<file path="src/rtl/core/assert_macros.svh">
// ----------------------------------------------------------------------------
// Assertion macros shared by the box blur RTL
// Concurrent property wrappers with a common clock and reset gate.
// ----------------------------------------------------------------------------
`ifndef ASSERT_MACROS_SVH
`define ASSERT_MACROS_SVH

// Same-cycle implication
`define ASSERT_IMPLIES(label, clk, rst_n, ante, cons, msg) \
    label: assert property (@(posedge clk) disable iff (!rst_n) (ante) |-> (cons)) \
        else $error(msg);

// Next-cycle implication
`define ASSERT_NEXT(label, clk, rst_n, ante, cons, msg) \
    label: assert property (@(posedge clk) disable iff (!rst_n) (ante) |=> (cons)) \
        else $error(msg);

`endif

</file>
<file path="src/rtl/core/bbce_pkg.sv">
// ----------------------------------------------------------------------------
// bbce_pkg
// Shared constants, register codes and types of the box blur block.
// ----------------------------------------------------------------------------
`default_nettype none

package bbce_pkg;

    localparam int BBCE_MAX_WIDTH  = 1024;
    localparam int BBCE_MAX_HEIGHT = 1024;
    localparam int BBCE_MAX_RADIUS = 3;

    localparam int PIX_W     = 8;
    localparam int CFG_DIM_W = 11;
    localparam int CFG_RAD_W = 2;

    localparam int APB_AW    = 4;
    localparam int APB_DW    = 32;
    localparam int REG_IDX_W = 2;

    // register indexes
    localparam logic [REG_IDX_W-1:0] REG_IMAGE_WIDTH   = 2'd0;
    localparam logic [REG_IDX_W-1:0] REG_IMAGE_HEIGHT  = 2'd1;
    localparam logic [REG_IDX_W-1:0] REG_KERNEL_RADIUS = 2'd2;

    localparam logic [CFG_DIM_W-1:0] RST_IMAGE_WIDTH   = 11'd1024;
    localparam logic [CFG_DIM_W-1:0] RST_IMAGE_HEIGHT  = 11'd1024;
    localparam logic [CFG_RAD_W-1:0] RST_KERNEL_RADIUS = 2'd1;

    // stream opcodes
    localparam logic OP_PIXEL = 1'b0;
    localparam logic OP_FLUSH = 1'b1;

    typedef struct packed {
        logic [CFG_DIM_W-1:0] image_width;
        logic [CFG_DIM_W-1:0] image_height;
        logic [CFG_RAD_W-1:0] kernel_radius;
        logic                 written;      // one-cycle pulse on a write to width, height or radius
    } cfg_t;

endpackage

`default_nettype wire

</file>
<file path="src/rtl/core/bbce_regs.sv">
// ----------------------------------------------------------------------------
// bbce_regs
// APB register file: image width, image height and kernel radius.
// ----------------------------------------------------------------------------
`default_nettype none

module bbce_regs
    import bbce_pkg::*;
(
    input  wire logic              clk,
    input  wire logic              rst_n,
    input  wire logic              psel,
    input  wire logic              penable,
    input  wire logic              pwrite,
    input  wire logic [APB_AW-1:0] paddr,
    input  wire logic [APB_DW-1:0] pwdata,
    output logic      [APB_DW-1:0] prdata,
    output logic                   pready,
    output cfg_t                   cfg
);

    logic [CFG_DIM_W-1:0] width_reg, width_next;
    logic [CFG_DIM_W-1:0] height_reg, height_next;
    logic [CFG_RAD_W-1:0] radius_reg, radius_next;
    logic                 written_reg, written_next;
    logic [REG_IDX_W-1:0] idx;
    logic                 wr;

    assign pready = 1'b1;
    assign idx    = paddr[APB_AW-1:2];
    assign wr     = psel && penable && pwrite;

    always_comb
    begin
        width_next   = width_reg;
        height_next  = height_reg;
        radius_next  = radius_reg;
        written_next = 1'b0;
        if (wr)
        begin
            case (idx)
                REG_IMAGE_WIDTH:
                begin
                    width_next   = pwdata[CFG_DIM_W-1:0];
                    written_next = 1'b1;
                end
                REG_IMAGE_HEIGHT:
                begin
                    height_next  = pwdata[CFG_DIM_W-1:0];
                    written_next = 1'b1;
                end
                REG_KERNEL_RADIUS:
                begin
                    radius_next  = pwdata[CFG_RAD_W-1:0];
                    written_next = 1'b1;
                end
                default:
                begin
                    written_next = 1'b0;
                end
            endcase
        end
    end

    always_ff @(posedge clk or negedge rst_n)
    begin
        if (!rst_n)
        begin
            width_reg   <= RST_IMAGE_WIDTH;
            height_reg  <= RST_IMAGE_HEIGHT;
            radius_reg  <= RST_KERNEL_RADIUS;
            written_reg <= 1'b0;
        end
        else
        begin
            width_reg   <= width_next;
            height_reg  <= height_next;
            radius_reg  <= radius_next;
            written_reg <= written_next;
        end
    end

    always_comb
    begin
        case (idx)
            REG_IMAGE_WIDTH:   prdata = APB_DW'(width_reg);
            REG_IMAGE_HEIGHT:  prdata = APB_DW'(height_reg);
            REG_KERNEL_RADIUS: prdata = APB_DW'(radius_reg);
            default:           prdata = '0;
        endcase
    end

    assign cfg.image_width   = width_reg;
    assign cfg.image_height  = height_reg;
    assign cfg.kernel_radius = radius_reg;
    // counters clear in the cycle after the write, driven by this registered pulse
    assign cfg.written       = written_reg;

endmodule

`default_nettype wire

</file>
<file path="config.mk">
export PLATFORM = sky130hd
export DESIGN_NAME = bbce_regs
export DESIGN_NICKNAME = d
export VERILOG_FILES = /design/src/rtl/core/assert_macros.svh /design/src/rtl/core/bbce_pkg.sv /design/src/rtl/core/bbce_regs.sv
export SDC_FILE = /design/constraint.sdc
export NUM_CORES = 1
export LEC_CHECK = 0
export ABC_AREA = 1
export BUFFER_PORTS_ARGS = -buffer_cell sky130_fd_sc_hd__buf_2
export CORE_MARGIN = 10
export CORE_UTILIZATION = 40
export DETAILED_ROUTE_END_ITERATION = 8
export HOLD_SLACK_MARGIN = 0.02
export PLACE_DENSITY = 0.91
export SLEW_MARGIN = 15
export SYNTH_ARGS = -nofsm -noshare
export SYNTH_HDL_FRONTEND = slang
export SYNTH_SLANG_ARGS = --single-unit
</file>
<file path="constraint.sdc">
create_clock -name clk -period 0.8 [get_ports clk]
set_input_delay 0.12 -clock clk [delete_from_list [all_inputs] [get_ports clk]]
set_output_delay 0.12 -clock clk [all_outputs]
set_load 0.1 [all_outputs]
</file>
==> impl_metrics.yaml, run 1 <==
placed_design:
  hpwl_um: 5070
  dp_cells: 309
  port_buffers: 53
  globalplace.congestion: 0.761
timing:
  crit_endpoint: "prdata[10]"
  worstEndpointType: "top-level output"
die:
  rows: 21
  start_util: 0.408
  fp.dieW_um: 78.1
  die_y_um: 78.1
  io_pins: 99
grt:
  grt_start_max_net_pins: 15
cts:
  cts_root_buffer: "clkbuf_4"
  cts.sinks: 25
  cts.path.max_buffers: 2
  cts_made_buffers: 3
  htreeDepth: 1
run_status:
  error_line: "[ERROR DPL-0038] Utilization greater than 100%, impossible to legalize"
  failing_step: "global routing"
  status: "did not finish"
yosys:
  syn-instance-count: 180
  synth_cell_type_count: 16
  synth_seq_area_share: 0.466
  netlist_area_um2: 1350
  ys.warnings.count: 0
  ys_seq_elements: 25
  syn-mean-instance-area_um2: 7.50
## Yosys cell counts
| master | n | share of area |
|---|---|---|
| nand3_1 | 4 | 0.015 |
| inv_2 | 1 | 0.0028 |
| dfstp_2 | 3 | 0.058 |
| buf_4 | 26 | 0.14 |
| nor2_4 | 1 | 0.0083 |
| nand2_2 | 1 | 0.0046 |
| o21ai_0 | 2 | 0.0074 |
| a21oi_1 | 1 | 0.0037 |
| buf_6 | 2 | 0.017 |
| inv_1 | 4 | 0.011 |
| nand3_2 | 1 | 0.0074 |
| dfrtp_1 | 22 | 0.41 |
| nand2_1 | 106 | 0.29 |
| conb_1 | 2 | 0.0056 |
| buf_2 | 1 | 0.0037 |
| nor2_1 | 3 | 0.0083 |
## kinds of logic after synthesis
kind of cell	count (synthesis)	synth area share
compound gates	3	0.0111
buf+inv	34	0.179
flops	25	0.466
other cells	2	0.00556
simple gates	116	0.338
## per-stage QoR
step           area [um2]  setup WS, ns  TNS, ns
2_1_floorplan        1840        -0.415    -5.09
3_3_place_gp         2930        -0.295   -10.69
3_5_place_dp         2930        -0.432   -13.93
4_1_cts              3190        -0.633   -19.52
## what timing repair did
item / 4_1_cts
gates resized for setup: 40
pin swaps: 26
hold buffers: 8
setup buffers: 3
endpoints found under the hold margin: 34
cloned: 0
setup endpoints to repair: 58
==> run 2, diff against run 1 <==
CORE_AREA = 10 10 71 73   (was default)
CORE_MARGIN = default   (was 10)
CORE_UTILIZATION = default   (was 40)
DIE_AREA = 0 0 81 83   (was default)
HOLD_SLACK_MARGIN = default   (was 0.02)
PLACE_DENSITY = default   (was 0.91)
PLACE_DENSITY_LB_ADDON = 0.15   (was default)
==> impl_metrics.yaml, run 2 <==
yosys:
  synth_area_leaders: "dfrtp_1 41%, nand2_1 29%, buf_4 14%, dfstp_2 5.8%, buf_6 1.7%"
  synth_top_family_by_area: "simple AND/OR/NAND/NOR gates"
  yosysTopAreaCell: "dfrtp_1"
  netlist_area_um2: 1350
  synthSimpleGateAreaFrac: 0.338
  async_flop_share: 1.00
  synth_xor_xnor_area_share: 0
  ys_seq_elements: 25
  synth_seq_area_share: 0.466
  synthAdderAreaFrac: 0
  synth_flop_cell: "dfrtp_1"
  synth.most_common_cell: "nand2_1"
  synth_compound_area_frac: 0.0111
  synth_common_cells: "106 x nand2_1, 26 x buf_4, 22 x dfrtp_1"
  synth_mux_area_frac: 0
  syn-instance-count: 180
  synth_cell_type_count: 16
  syn-mean-instance-area_um2: 7.50
  synth_top_area_frac: 0.408
  ys.warnings.count: 0
  synth-edff-count: 0
grt:
  grt_overflow: 0
  grt_pass1_vias: 1682
  grt.total_usage: 0.164
  grt_pass1_wl_um: 8870
  grt_start_max_net_pins: 19
  antenna_found_initial: 0
cells_and_area:
  final_common_cell: "buf_12"
  antennaDiodeCount: 0
  syn2layout_area_growth_pct: 152
  stdcell_area_um2: 3400
  utilization: 0.936
  drive_above_1_share: 0.730
  final_cell_mix: "46 x buf_12, 45 x nand2_1, 32 x nand2_4"
  layout.nets: 327
cts:
  cts.path.max_buffers: 2
  clk_latency_ns: 0.27
  cts_tree: "built"
  htreeDepth: 1
  path_clk_slew_ns: 0.09
  cts_root_buffer: "clkbuf_8"
  cts.sinks: 25
  cts_made_buffers: 3
drt:
  routed_via_density: 4.93
  wl_per_cell_um: 22.7
  ant_nets: 0
  dr.first_iter.drc_count: 143
  remaining_drc_errors: 0
  drtPass1Iterations: 4
  vias: 1641
  wirelength_um: 7560
run:
  cap_viol_max_count: 0
run_status:
  status: "finished with violations"
  violations: "negative setup slack"
worst_setup_path:
  rr_endpoint: "radius_reg[1]$_DFFE_PN0P_"
  crit_fanout: 2
  r2r_start: "radius_reg[1]$_DFFE_PN0P_"
  worstSetupPathType: "reg -> out"
  cp.required_ns: 0.68
  reg2reg_setup_slack_ns: -0.23
  start_kind: "flip-flop"
  r2r_cells: 4
  endpoint_kind: "output pin"
  arrival_ns: 1.24
timing:
  skew_ns: 0
  min_period_ns: 1.36
  finalHoldViolCount: 0
  setup_viol: 60
  setup_ws_ns: -0.564
  max_freq_ghz: 0.733
  period_share: 1.71
  drv_slew: 0
  rsz0062_at_grt: "yes"
die:
  io_pins: 99
  start_util: 0.372
  fp.dieW_um: 81
  coreArea_um2: 3630
  rows: 22
  die_area_um2: 6720
  die_y_um: 83
power:
  ir_worst_vdd_v: 0.00209
  leakage_nw: 1.73
  power_density_nw_per_um2: 2770
placed_design:
  globalplace.congestion: 0.774
  dpl_cell_area_um2: 2930
  port_buffers: 53
  pre_cts_ws_ns: -0.363
  hpwl_um: 4180
worst_hold_path:
  hold_end: "height_reg[10]$_DFFE_PN1P_"
  hold_path_class: "in -> reg"
  worstHoldStart: "pwdata[10]"
  min_path_cells: 3
## run 2: cell counts after synthesis
Identical to the previous run, type by type.
## run 2: logic make-up after synthesis
family                 Yosys count
AOI/OAI and AO/OA                3
buffers and inverters           34
and+or+nand+nor                116
other                            2
DFF                             25
## run 2: metal layers
| metal | part of all wire | GRT usage | up-vias | wire (um) |
|---|---|---|---|---|
| met3 | 0.063 | 0.0388 | 16 | 480 |
| li1 | - | - | 708 | - |
| met1 | 0.36 | 0.178 | 823 | 2700 |
| met5 | 0 | 0 | - | 0 |
| met4 | 0.027 | 0.0548 | 0 | 201 |
| met2 | 0.55 | 0.297 | 94 | 4180 |
## run 2: what timing repair did
item / 4_1_cts / 5_1_grt
pin swaps: 26 / 27
setup endpoints to repair: 59 / 59
setup buffers: 3 / 15
cloned: 0 / 1
resized for setup: 39 / 51
hold buffers: 1 / 0
endpoints found under the hold margin: 25 / 0
## run 2: layout make-up
class,count,area [um2]
inverters,5,26.3
clock inverters,1,5.00
multi-input cells,142,1050
well taps,48,60.1
repair buffers,109,1500
flip-flops and latches,25,719
fillers,102,231
clock buffers,3,41.3
## run 2: worst max-delay path, cell delays in order, from the launching register on
cell and delay, ns:
dfstp_4 0.66, nand2_4 0.08, nand2_8 0.06, buf_12 0.16
## run 2: stage by stage
step	cells	hold slack [ns]	setup TNS, ns	total power [mW]
4_1_cts	320	0.0490	-15.75	8.91
3_5_place_dp	312	-0.00905	-13.05	7.89
6_report	333	0.0892	-18.68	9.44
3_3_place_gp	312	-0.00922	-11.56	7.80
5_1_grt	333	0.0858	-20.05	9.67
2_1_floorplan	200	-0.176	-5.09	5.49
## run 2: worst max-delay path by stage
stage	end	slack, ns	from
floorplan	prdata[0]	-0.42	radius_reg[0]$_DFFE_PN1P_
global placement	prdata[1]	-0.34	paddr[3]
detailed placement	prdata[1]	-0.36	paddr[3]
CTS	prdata[10]	-0.55	width_reg[10]$_DFFE_PN1P_
global route	prdata[10]	-0.59	width_reg[10]$_DFFE_PN1P_
finish	prdata[10]	-0.56	width_reg[10]$_DFFE_PN1P_
## run 2: report_power, final
part | internal [mW] | total [mW] | switching, mW
Combinational | 2.52 | 6.56 | 4.04
Clock | 0.349 | 0.764 | 0.415
Sequential | 1.70 | 2.12 | 0.413
Total | 4.57 | 9.44 | 4.87
Power figures use the tool's default switching activity.
